**config.mk**
```make
export PLATFORM = sky130hd
export DESIGN_NAME = text_console_cursor_engine
export DESIGN_NICKNAME = d
export VERILOG_FILES = /design/src/design/tcce_pkg.sv /design/src/design/tcce_csr.sv /design/src/design/tcce_step.sv /design/src/design/tcce_emit.sv /design/src/design/text_console_cursor_engine.sv
export SDC_FILE = /design/constraint.sdc
export NUM_CORES = 1
export LEC_CHECK = 0
export BUFFER_PORTS_ARGS = -buffer_cell sky130_fd_sc_hd__buf_2
export CAP_MARGIN = 0
export CORE_UTILIZATION = 50
export CTS_CLUSTER_DIAMETER = 30
export DETAILED_ROUTE_END_ITERATION = 6
export PLACE_DENSITY = 0.71
export SETUP_SLACK_MARGIN = 0.02
export SKIP_CTS_REPAIR_TIMING = 1
export SLEW_MARGIN = 30
export SYNTH_ARGS = -nofsm -noshare
export SYNTH_HDL_FRONTEND = slang
export SYNTH_SLANG_ARGS = --single-unit
```
**constraint.sdc**
```tcl
create_clock -name clock -period 14.88 [get_ports clock]
set_input_delay 2.976 -clock clock [delete_from_list [all_inputs] [get_ports clock]]
set_output_delay 2.976 -clock clock [all_outputs]
set_load 0.01 [all_outputs]
```
**src/design/tcce_pkg.sv**
```systemverilog
// Shared types, codes and constants for the text console cursor engine.
// No dependencies; imported by every module of the block.
package tcce_pkg;

   localparam int unsigned TEXT_WIDTH = 80;
   localparam int unsigned TAB_STOP   = 8;

   localparam logic [7:0] COLS_RESET = 8'd80;
   localparam logic [6:0] ROWS_RESET = 7'd25;
   localparam logic [7:0] ATTR_RESET = 8'h07;

   localparam logic [7:0] CHAR_BS    = 8'h08;
   localparam logic [7:0] CHAR_TAB   = 8'h09;
   localparam logic [7:0] CHAR_LF    = 8'h0A;
   localparam logic [7:0] CHAR_CR    = 8'h0D;
   localparam logic [7:0] CHAR_SPACE = 8'h20;

   typedef enum logic [1:0] {
      MODE_PUT   = 2'd0,
      MODE_SET   = 2'd1,
      MODE_CLEAR = 2'd2
   } mode_type;

   typedef enum logic [1:0] {
      KIND_WRITE  = 2'd0,
      KIND_SCROLL = 2'd1,
      KIND_CLEAR  = 2'd2,
      KIND_CURSOR = 2'd3
   } kind_type;

   typedef enum logic [1:0] {
      REG_COL_LIMIT = 2'd0,
      REG_ROW_LIMIT = 2'd1,
      REG_TEXT_ATTR = 2'd2
   } reg_index_type;

   typedef struct packed {
      logic [7:0] col_limit;
      logic [6:0] row_limit;
      logic [7:0] text_attr;
   } cfg_type;

   // All results caused by one item
   typedef struct packed {
      logic        wr_valid;
      logic [7:0]  wr_col;
      logic [6:0]  wr_row;
      logic [7:0]  wr_char;
      logic        ev_valid;
      kind_type    ev_kind;
      logic [7:0]  attr;
      logic [7:0]  cur_col;
      logic [6:0]  cur_row;
      logic [15:0] cur_linear;
   } bundle_type;

endpackage

```
**src/design/tcce_csr.sv**
```systemverilog
// Configuration registers of the cursor engine behind an APB-style port.
// Depends on tcce_pkg.
module tcce_csr import tcce_pkg::*; (
   input  logic        clock,
   input  logic        reset,
   input  logic        csr_psel,
   input  logic        csr_penable,
   input  logic        csr_pwrite,
   input  logic [3:0]  csr_paddr,
   input  logic [31:0] csr_pwdata,
   output logic [31:0] csr_prdata,
   output logic        csr_pready,
   output cfg_type     cfg
);

   cfg_type cfg_ff, cfg_in;
   logic    wr_en;

   assign csr_pready = 1'b1;
   assign wr_en      = csr_psel & csr_penable & csr_pwrite & csr_pready;

   always_comb begin
      cfg_in = cfg_ff;
      if (wr_en) begin
         unique case (reg_index_type'(csr_paddr[3:2]))
            REG_COL_LIMIT: cfg_in.col_limit = csr_pwdata[7:0];
            REG_ROW_LIMIT: cfg_in.row_limit = csr_pwdata[6:0];
            REG_TEXT_ATTR: cfg_in.text_attr = csr_pwdata[7:0];
            default: ;
         endcase
      end
   end

   always_comb begin
      unique case (reg_index_type'(csr_paddr[3:2]))
         REG_COL_LIMIT: csr_prdata = {24'd0, cfg_ff.col_limit};
         REG_ROW_LIMIT: csr_prdata = {25'd0, cfg_ff.row_limit};
         REG_TEXT_ATTR: csr_prdata = {24'd0, cfg_ff.text_attr};
         default:       csr_prdata = 32'd0;
      endcase
   end

   always_ff @(posedge clock) begin
      if (reset) begin
         cfg_ff <= '{col_limit: COLS_RESET, row_limit: ROWS_RESET, text_attr: ATTR_RESET};
      end else begin
         cfg_ff <= cfg_in;
      end
   end

   assign cfg = cfg_ff;

endmodule

```
**src/design/tcce_step.sv**
```systemverilog
// Input register, cursor state and the single-pass cursor update logic.
// Depends on tcce_pkg; hands a result bundle to tcce_emit.
module tcce_step import tcce_pkg::*; (
   input  logic       clock,
   input  logic       reset,
   input  cfg_type    cfg,
   input  logic       req_tvalid,
   output logic       req_tready,
   input  logic [1:0] req_mode,
   input  logic [7:0] req_char,
   input  logic [7:0] req_new_col,
   input  logic [6:0] req_new_row,
   input  logic       bundle_space,
   output logic       bundle_load,
   output bundle_type bundle
);

   logic       item_valid_ff, item_valid_in;
   logic [1:0] mode_ff;
   logic [7:0] char_ff;
   logic [7:0] new_col_ff;
   logic [6:0] new_row_ff;
   logic [7:0] col_ff, col_in;
   logic [6:0] row_ff, row_in;

   logic [7:0] eff_cols;
   logic [6:0] eff_rows;
   logic [8:0] tab_next;
   logic [8:0] col_inc;
   logic [7:0] row_inc;
   logic       new_line;
   logic       req_take;

   assign eff_cols = (cfg.col_limit == 8'd0) ? 8'd1 : cfg.col_limit;
   assign eff_rows = (cfg.row_limit == 7'd0) ? 7'd1 : cfg.row_limit;
   assign tab_next = 9'((({1'b0, col_ff} / TAB_STOP) + 9'd1) * TAB_STOP);
   assign col_inc  = {1'b0, col_ff} + 9'd1;
   assign row_inc  = {1'b0, row_ff} + 8'd1;

   assign bundle_load   = item_valid_ff & bundle_space;
   assign req_tready    = ~item_valid_ff | bundle_load;
   assign req_take      = req_tvalid & req_tready;
   assign item_valid_in = req_take | (item_valid_ff & ~bundle_load);

   always_comb begin
      bundle          = '0;
      bundle.ev_kind  = KIND_SCROLL;
      bundle.attr     = cfg.text_attr;
      bundle.wr_col   = col_ff;
      bundle.wr_row   = row_ff;
      bundle.wr_char  = char_ff;
      new_line        = 1'b0;
      col_in          = col_ff;
      row_in          = row_ff;
      case (mode_ff)
         MODE_PUT: begin
            unique case (char_ff)
               CHAR_LF: begin
                  col_in   = 8'd0;
                  new_line = 1'b1;
               end
               CHAR_CR: col_in = 8'd0;
               CHAR_BS: begin
                  if (col_ff != 8'd0) begin
                     col_in          = col_ff - 8'd1;
                     bundle.wr_valid = 1'b1;
                     bundle.wr_col   = col_ff - 8'd1;
                     bundle.wr_char  = CHAR_SPACE;
                  end else if (row_ff != 7'd0) begin
                     row_in          = row_ff - 7'd1;
                     col_in          = eff_cols - 8'd1;
                     bundle.wr_valid = 1'b1;
                     bundle.wr_col   = eff_cols - 8'd1;
                     bundle.wr_row   = row_ff - 7'd1;
                     bundle.wr_char  = CHAR_SPACE;
                  end
               end
               CHAR_TAB: begin
                  if (tab_next >= {1'b0, eff_cols}) begin
                     col_in   = 8'd0;
                     new_line = 1'b1;
                  end else begin
                     col_in = tab_next[7:0];
                  end
               end
               default: begin
                  bundle.wr_valid = 1'b1;
                  if (col_inc >= {1'b0, eff_cols}) begin
                     col_in   = 8'd0;
                     new_line = 1'b1;
                  end else begin
                     col_in = col_inc[7:0];
                  end
               end
            endcase
            if (new_line) begin
               if (row_inc >= {1'b0, eff_rows}) begin
                  row_in          = eff_rows - 7'd1;
                  bundle.ev_valid = 1'b1;
               end else begin
                  row_in = row_inc[6:0];
               end
            end
         end
         MODE_SET: begin
            if (new_col_ff < eff_cols) col_in = new_col_ff;
            if (new_row_ff < eff_rows) row_in = new_row_ff;
         end
         MODE_CLEAR: begin
            bundle.ev_valid = 1'b1;
            bundle.ev_kind  = KIND_CLEAR;
            col_in          = 8'd0;
            row_in          = 7'd0;
         end
         default: ;
      endcase
      bundle.cur_col    = col_in;
      bundle.cur_row    = row_in;
      bundle.cur_linear = ({9'd0, row_in} * 16'(TEXT_WIDTH)) + {8'd0, col_in};
   end

   always_ff @(posedge clock) begin
      if (req_take) begin
         mode_ff    <= req_mode;
         char_ff    <= req_char;
         new_col_ff <= req_new_col;
         new_row_ff <= req_new_row;
      end
   end

   always_ff @(posedge clock) begin
      if (reset) begin
         item_valid_ff <= 1'b0;
         col_ff        <= 8'd0;
         row_ff        <= 7'd0;
      end else begin
         item_valid_ff <= item_valid_in;
         if (bundle_load) begin
            col_ff <= col_in;
            row_ff <= row_in;
         end
      end
   end

endmodule

```
**src/design/tcce_emit.sv**
```systemverilog
// Result register: holds one item's results and sends them one per transfer.
// Depends on tcce_pkg; fed by tcce_step.
module tcce_emit import tcce_pkg::*; (
   input  logic        clock,
   input  logic        reset,
   input  logic        bundle_load,
   input  bundle_type  bundle,
   output logic        bundle_space,
   output logic        rsp_tvalid,
   input  logic        rsp_tready,
   output logic [63:0] rsp_tdata,
   output logic [1:0]  rsp_tuser,
   output logic        rsp_tlast
);

   bundle_type bundle_ff;
   logic [2:0] pend_ff, pend_in;
   logic       sent;
   kind_type   kind;
   logic [7:0] cell_col;
   logic [6:0] cell_row;
   logic [7:0] cell_char;
   logic [7:0] cell_attr;

   assign rsp_tvalid   = |pend_ff;
   assign rsp_tlast    = (pend_ff == 3'b100);
   assign sent         = rsp_tvalid & rsp_tready;
   assign bundle_space = ~rsp_tvalid | (sent & rsp_tlast);

   always_comb begin
      pend_in = pend_ff;
      if (bundle_load) begin
         pend_in = {1'b1, bundle.ev_valid, bundle.wr_valid};
      end else if (sent) begin
         pend_in = pend_ff & (pend_ff - 3'd1);
      end
   end

   always_comb begin
      kind      = KIND_CURSOR;
      cell_col  = 8'd0;
      cell_row  = 7'd0;
      cell_char = 8'd0;
      cell_attr = 8'd0;
      if (pend_ff[0]) begin
         kind      = KIND_WRITE;
         cell_col  = bundle_ff.wr_col;
         cell_row  = bundle_ff.wr_row;
         cell_char = bundle_ff.wr_char;
         cell_attr = bundle_ff.attr;
      end else if (pend_ff[1]) begin
         kind      = bundle_ff.ev_kind;
         cell_char = CHAR_SPACE;
         cell_attr = bundle_ff.attr;
      end
   end

   assign rsp_tuser = kind;
   assign rsp_tdata = {2'd0, bundle_ff.cur_linear, bundle_ff.cur_row, bundle_ff.cur_col,
                       cell_attr, cell_char, cell_row, cell_col};

   always_ff @(posedge clock) begin
      if (bundle_load) begin
         bundle_ff <= bundle;
      end
   end

   always_ff @(posedge clock) begin
      if (reset) begin
         pend_ff <= 3'b000;
      end else begin
         pend_ff <= pend_in;
      end
   end

endmodule

```
**src/design/text_console_cursor_engine.sv**
```systemverilog
// Top level of the text console cursor engine: configuration, cursor step, result sender.
// Depends on tcce_pkg, tcce_csr, tcce_step and tcce_emit.
//
//   channel  ports   direction  carries
//   request  req_*   in         one item: put character, set cursor or clear
//   result   rsp_*   out        cell write, scroll or clear, cursor update
//   config   csr_*   in/out     column limit, row limit, text attribute
//
// An item yields one to three results, one transfer per cycle on the result
// channel while rsp_tready is high; a stalled receiver holds the transfers.
// The input register takes a new item while the previous one's results are
// still being sent; with both registers full, req_tready follows the last one.
// Reset puts the cursor at (0,0) and the registers at 80, 25 and 0x07.
module text_console_cursor_engine import tcce_pkg::*; (
   input  logic        clock,
   input  logic        reset,
   input  logic        req_tvalid,
   output logic        req_tready,
   input  logic [23:0] req_tdata,  // char_code[7:0], new_col[15:8], new_row[22:16]
   input  logic [1:0]  req_tuser,  // mode[1:0]
   output logic        rsp_tvalid,
   input  logic        rsp_tready,
   output logic [63:0] rsp_tdata,  // cell_col, cell_row, cell_char, cell_attr,
                                   // cursor_col, cursor_row, cursor_linear
   output logic [1:0]  rsp_tuser,  // kind[1:0]
   output logic        rsp_tlast,
   input  logic        csr_psel,
   input  logic        csr_penable,
   input  logic        csr_pwrite,
   input  logic [3:0]  csr_paddr,
   input  logic [31:0] csr_pwdata,
   output logic [31:0] csr_prdata,
   output logic        csr_pready
);

   cfg_type    cfg;
   bundle_type bundle;
   logic       bundle_load;
   logic       bundle_space;

   tcce_csr u_csr (
      .clock       (clock),
      .reset       (reset),
      .csr_psel    (csr_psel),
      .csr_penable (csr_penable),
      .csr_pwrite  (csr_pwrite),
      .csr_paddr   (csr_paddr),
      .csr_pwdata  (csr_pwdata),
      .csr_prdata  (csr_prdata),
      .csr_pready  (csr_pready),
      .cfg         (cfg)
   );

   tcce_step u_step (
      .clock        (clock),
      .reset        (reset),
      .cfg          (cfg),
      .req_tvalid   (req_tvalid),
      .req_tready   (req_tready),
      .req_mode     (req_tuser),
      .req_char     (req_tdata[7:0]),
      .req_new_col  (req_tdata[15:8]),
      .req_new_row  (req_tdata[22:16]),
      .bundle_space (bundle_space),
      .bundle_load  (bundle_load),
      .bundle       (bundle)
   );

   tcce_emit u_emit (
      .clock        (clock),
      .reset        (reset),
      .bundle_load  (bundle_load),
      .bundle       (bundle),
      .bundle_space (bundle_space),
      .rsp_tvalid   (rsp_tvalid),
      .rsp_tready   (rsp_tready),
      .rsp_tdata    (rsp_tdata),
      .rsp_tuser    (rsp_tuser),
      .rsp_tlast    (rsp_tlast)
   );

endmodule

```
* Word-level counts from Yosys, hierarchy flattened
Cells that the tools add are included.
** Cells by class
- $add $sub $neg :: 9
- $mul :: 1
- Div/mod/pow operators :: 0
- Order comparisons :: 5
- Eq/ne operators :: 9
- Shift operators :: 0
- Muxes and demuxes :: 42
- Bitwise gates (word level) :: 14
- Reductions and logical operators :: 14
** Operator list (number)
- $mux W8 :: 11
- $pmux W8 S3 :: 3
- $mux W7 :: 9
- $mux W24 :: 2
- $eq A8 B4 Y1 const B :: 4
- $mux W23 :: 1
- $pmux W7 S3 :: 1
- $ge A9 B8 Y1 :: 2
- $sub A8 B1 Y8 const B :: 2
- $add A14 B8 Y15 :: 1
- $sub A7 B1 Y7 const B :: 2
- $mul A7 B3 Y10 const B :: 1
- $add A8 B1 Y9 const B :: 1
- $mux W9 :: 1
- $add A7 B1 Y8 const B :: 1
- $ge A8 B7 Y1 :: 1
- $logic_not A8 Y1 :: 1
- $lt A8 B8 Y1 :: 1
- $reduce_bool A8 Y1 :: 1
- $and A1 B1 Y1 :: 7
- $logic_not A7 Y1 :: 1
- $lt A7 B7 Y1 :: 1
- $reduce_bool A7 Y1 :: 1
- $add A5 B1 Y6 const B :: 1
- other kinds (18) :: 37
** Storage, ports and cells
- Flip-flop bits (word level) :: 131
- Latch bits :: 0
- Memory bits (writable) :: 0
- Bits in read-only memories :: 0
- Output and inout bits :: 102
- Word-level logic and storage cells :: 113
- Memories kept :: 0

* Logic depth before layout (Yosys ltp)
- Word-level depth :: 10
- Mapped depth :: 25

* Modules after synthesis
Synthesis repeated with hierarchy kept, for this count alone.
** Second synthesis, totals
- Cell total of the unflattened synthesis :: 939
- Area total of the unflattened synthesis :: 8954.8 sq um
** By module, submodules not included
- tcce_step :: instances 1, cells an instance 636, area an instance 5034.8 sq um
- tcce_emit :: instances 1, cells an instance 154, area an instance 2583.7 sq um
- tcce_csr :: instances 1, cells an instance 149, area an instance 1336.3 sq um

* Worst setup path before layout
Ideal clock, no wire load.
- Path type :: input -> output
- From :: input csr_paddr[2]
- To :: output csr_prdata[0]
- Arrival time :: 3.949 ns
- Data required time :: 11.904 ns
- Setup slack :: 7.955 ns
- Stages on the path :: 4
- Path buffers :: 2
- Path through :: clkbuf_1 buf_1 mux2i_1 o21ai_0
** Between the ends
- Cells in the longest elaborated chain, start to end :: 2
- Elaborated cells between the ends (all ways) :: 4
- Those cells by class :: 2 x eq/ne; 1 x mux; 1 x reduce/logical
** RTL lines
- start: declaration :: line text_console_cursor_engine.sv:30 : input logic [3:0] csr_paddr,
- $eq A2 B2 Y1 (tied with other cells) :: line tcce_csr.sv:35 : unique case (reg_index_type'(csr_paddr[3:2]))
- $pmux W8 S3 (*) :: line tcce_csr.sv:35
- end: declaration :: line text_console_cursor_engine.sv:32 : output logic [31:0] csr_prdata,
Every way passes the cells marked *; elsewhere a longest branch is shown, timed or not.

* Worst setup path after layout
- From :: input csr_paddr[2]
- To :: output csr_prdata[4]
The elaborated chain is that of the path after synthesis.

==> metrics.yaml <==
power_switching_uw: 271.7
maxCapViolCount: 0
worstPathMaxFanout: 15
cp.required_ps: 11900
die_w_um: 132.1
fmax_ghz: 0.1434
fin_crit_ps: 6972
skew_ps: 9.596
yosysTopAreaCell: "edfxtp_1"
core_area_mm2: 0.01652
cts_max_level: 4
clockBufferDepth: 2
timing.hold.ws_ps: 453.8
totalWireLength_um: 20310
rsz0062_at_grt: "false"
synthTopCellsByCount: "84 x edfxtp_1, 77 x nor2_1, 63 x nand2_1"
cp-start-kind: "input pin"
routed_via_density: 5.653
end_kind: "primary output"
initial_core_util_pct: 51.21
numCtsBuffers: 17
p_per_area_mw_per_mm2: 104.9
violations: "DRC"
crit_chain: "buf_2 > nor2b_1 > nand2_1 > o21ai_0 > buf_2"
synthMostInstantiatedCell: "edfxtp_1"
drt-pass1-iter-count: 7
cts_tree: "yes"
critPathLaunch: "csr_paddr[2]"
maxSlewHeadroom_pct: 37.55
async_reset_ff_share_pct: 0
reg2reg_from: "u_step.col_ff[3]$_SDFFE_PP0P_"
hold_viol_final: 0
cp-endpoint: "csr_prdata[4]"
clock_sinks: 126
netlist_top_cells_area: "edfxtp_1 30%, dfxtp_1 9.9%, ha_1 8.4%, buf_4 5.1%, nor2_1 3.4%"
reg2reg_to: "u_emit.rsp_tdata[59]$_DFFE_PP_"
final_core_util_pct: 57.12
status: "finished with violations"
drt_iter0_drc: 579
hp-class: "reg -> reg"
switching_share_pct: 27.43
drv_slew: 0
p_leak_uw: 0.004071
syn2layout_area_growth_pct: 11.55
die-area_mm2: 0.01745
ant_nets: 0
finalNonFillerCells: 1200
clk_pin_slew_worst_paths_ps: 50
ys_dominant_reg_cell: "edfxtp_1"
vdd_ir_drop_max_mv: 0.06909
clkLatencyLatePin_ps: 420
finalNetCount: 1095
synth_cell_types: 77
via_count: 6784
synth_edf_count: 84
power_frac_clock_pct: 42.9
postLayoutCellArea_mm2: 0.009439
seqPwrFrac_pct: 41.7
tightest_slew_ps: 933.3
grt_usage_pct: 23.56
netlist_instances: 908
portBuffers: 115
synth_seq_cells: 126
syn_area_mm2: 0.008462
syn_area_per_cell_um2: 9.319
grt_pass1_wl_um: 31800
antenna_found_initial: 0
diodes: 0
die_h_um: 132.1
critPathSlowestCell: "nor2b_1"
avgRoutedWirePerCell_um: 16.92
crit_path_frequent_cell: "buf_2"
post-route-period-util_pct: 46.85
holdPathStages: 0
dp_hpwl_um: 15010
synth_top_area_share_pct: 29.81
gr-total-overflow: 0
p_int_uw: 718.7
drc: 2
regToRegSetupSlack_ps: 8310
worstSetupPathType: "in -> out"
fillCellCount: 1485
placed_area_mm2: 0.008830
grt_pass1_vias: 6090
arrival_ps: 4000
fin_tns_setup_ps: 0
grt_max_degree: 50
setup_viol: 0
ff2ff_path_depth: 22
root_buffer: "clkbuf_16"
num_io_pins: 171
dp.cells: 1168
drive_above_1_share_pct: 18.06
critPathMaxStageDelay_ps: 440
rows: 47
synth_seq_area_share_pct: 39.75
p_comb_share_pct: 15.3
synth_warnings: 0
place.gp.congestion: 0.9500
==> power by group through the flow <==
stage                     sequential [uW]  clock (uW)  combinational [uW]
after floorplan                       410           0                 126
after global placement                419           0                 146
after detailed placement              420           0                 148
after CTS                             413         430                 150
after global routing                  415         445                 166
final                                 413         425                 152
==> per-stage QoR <==
stage               worst slack, ps  total power (uW)
finish                         7908             990.4
global route                   7821              1026
CTS                            7947             992.8
detailed placement             7952             567.6
global placement               7967             565.0
floorplan                      7955             536.0
==> worst max-delay path: cells and delay by family <==
family	cells	cell delay [ps]
simple gates	2	530
buf+inv	2	380
compound gates	1	110
==> flip-flops by register name, indices dropped and copies added, names as in the netlist <==
register and count:
u_csr.cfg 23, u_emit.bundle_ff 33, u_emit.pend_ff 3, u_emit.rsp_tdata 26, u_step.char_ff 8, u_step.col_ff 8, u_step.item_valid_ff 1, u_step.mode_ff 2
u_step.new_col_ff 8, u_step.new_row_ff 7, u_step.row_ff 7
==> placed cells by master, fill, tap and decap left out, types with 5 or more instances in the layout <==
| master | Yosys | routed |
|---|---|---|
| edfxtp_1 | 84 | 84 |
| a211oi_1 | 13 | 13 |
| buf_4 | 58 | 6 |
| buf_2 | 5 | 115 |
| xnor2_1 | 27 | 27 |
| mux2i_1 | 26 | 26 |
| a21o_1 | 12 | 12 |
| nor2b_1 | 17 | 17 |
| and2_1 | 32 | 32 |
| and3_1 | 8 | 8 |
| mux2_2 | 7 | 7 |
| nand4_1 | 9 | 9 |
| o21ai_0 | 49 | 49 |
| dfxtp_1 | 42 | 42 |
| conb_1 | 2 | 29 |
| ha_1 | 57 | 57 |
| o211ai_1 | 6 | 6 |
| xor2_1 | 11 | 11 |
| nand2b_1 | 9 | 9 |
| clkbuf_16 | 0 | 18 |
| nand3_1 | 23 | 23 |
| o21a_1 | 8 | 8 |
| a211o_1 | 9 | 9 |
| nor3_1 | 22 | 22 |
| nor2_1 | 77 | 77 |
| nand2_1 | 63 | 63 |
| a21oi_1 | 43 | 43 |
| o31ai_1 | 7 | 7 |
| inv_1 | 48 | 48 |
| a311oi_1 | 5 | 5 |
==> kinds of logic (layout without fill, tap and decap cells) <==
| family | count (synthesis) | after routing | synth area share, % |
|---|---|---|---|
| other | 2 | 29 | 0.08875 |
| AND/OR/NAND/NOR | 288 | 288 | 17.30 |
| AO/OA/AOI/OAI | 205 | 205 | 16.41 |
| adder cells (fa/ha/maj) | 59 | 59 | 8.901 |
| buffers and inverters | 157 | 202 | 9.611 |
| multiplexers | 33 | 33 | 4.007 |
| XOR/XNOR | 38 | 38 | 3.933 |
| flip-flops | 126 | 126 | 39.75 |
==> worst min-delay path by stage <==
stage | slack, ps | startpoint | to
2_1_floorplan | 420 | u_csr.cfg[0]$_SDFFE_PP1P_ | u_emit.bundle_ff[31]$_DFFE_PP_
3_3_place_gp | 450 | u_csr.cfg[5]$_SDFFE_PP0P_ | u_emit.bundle_ff[36]$_DFFE_PP_
3_5_place_dp | 440 | u_csr.cfg[5]$_SDFFE_PP0P_ | u_emit.bundle_ff[36]$_DFFE_PP_
4_1_cts | 450 | u_csr.cfg[5]$_SDFFE_PP0P_ | u_emit.bundle_ff[36]$_DFFE_PP_
5_1_grt | 460 | u_csr.cfg[5]$_SDFFE_PP0P_ | u_emit.bundle_ff[36]$_DFFE_PP_
6_report | 450 | u_csr.cfg[5]$_SDFFE_PP0P_ | u_emit.bundle_ff[36]$_DFFE_PP_
==> routing by layer <==
metal | vias up | track usage [%] | part of all wire (%)
li1 | 3284 | - | -
met1 | 3158 | 32.97 | 46
met2 | 304 | 35.92 | 44
met3 | 38 | 4.268 | 7.1
met4 | 0 | 9.690 | 2.7
met5 | - | 0 | 0
==> final cells by class <==
| type | instances | area, um^2 | share of cell area, % |
|---|---|---|---|
| Clock inverter | 12 | 131.4 | 1.392 |
| Timing Repair Buffer | 121 | 620.6 | 6.575 |
| Sequential cell | 126 | 3363 | 35.63 |
| Tap cell | 220 | 275.3 | 2.916 |
| Clock buffer | 20 | 478.0 | 5.064 |
| Multi-Input combinational cell | 652 | 4387 | 46.47 |
| Inverter | 49 | 183.9 | 1.949 |
Note: power is estimated with default switching activity, not from simulation.
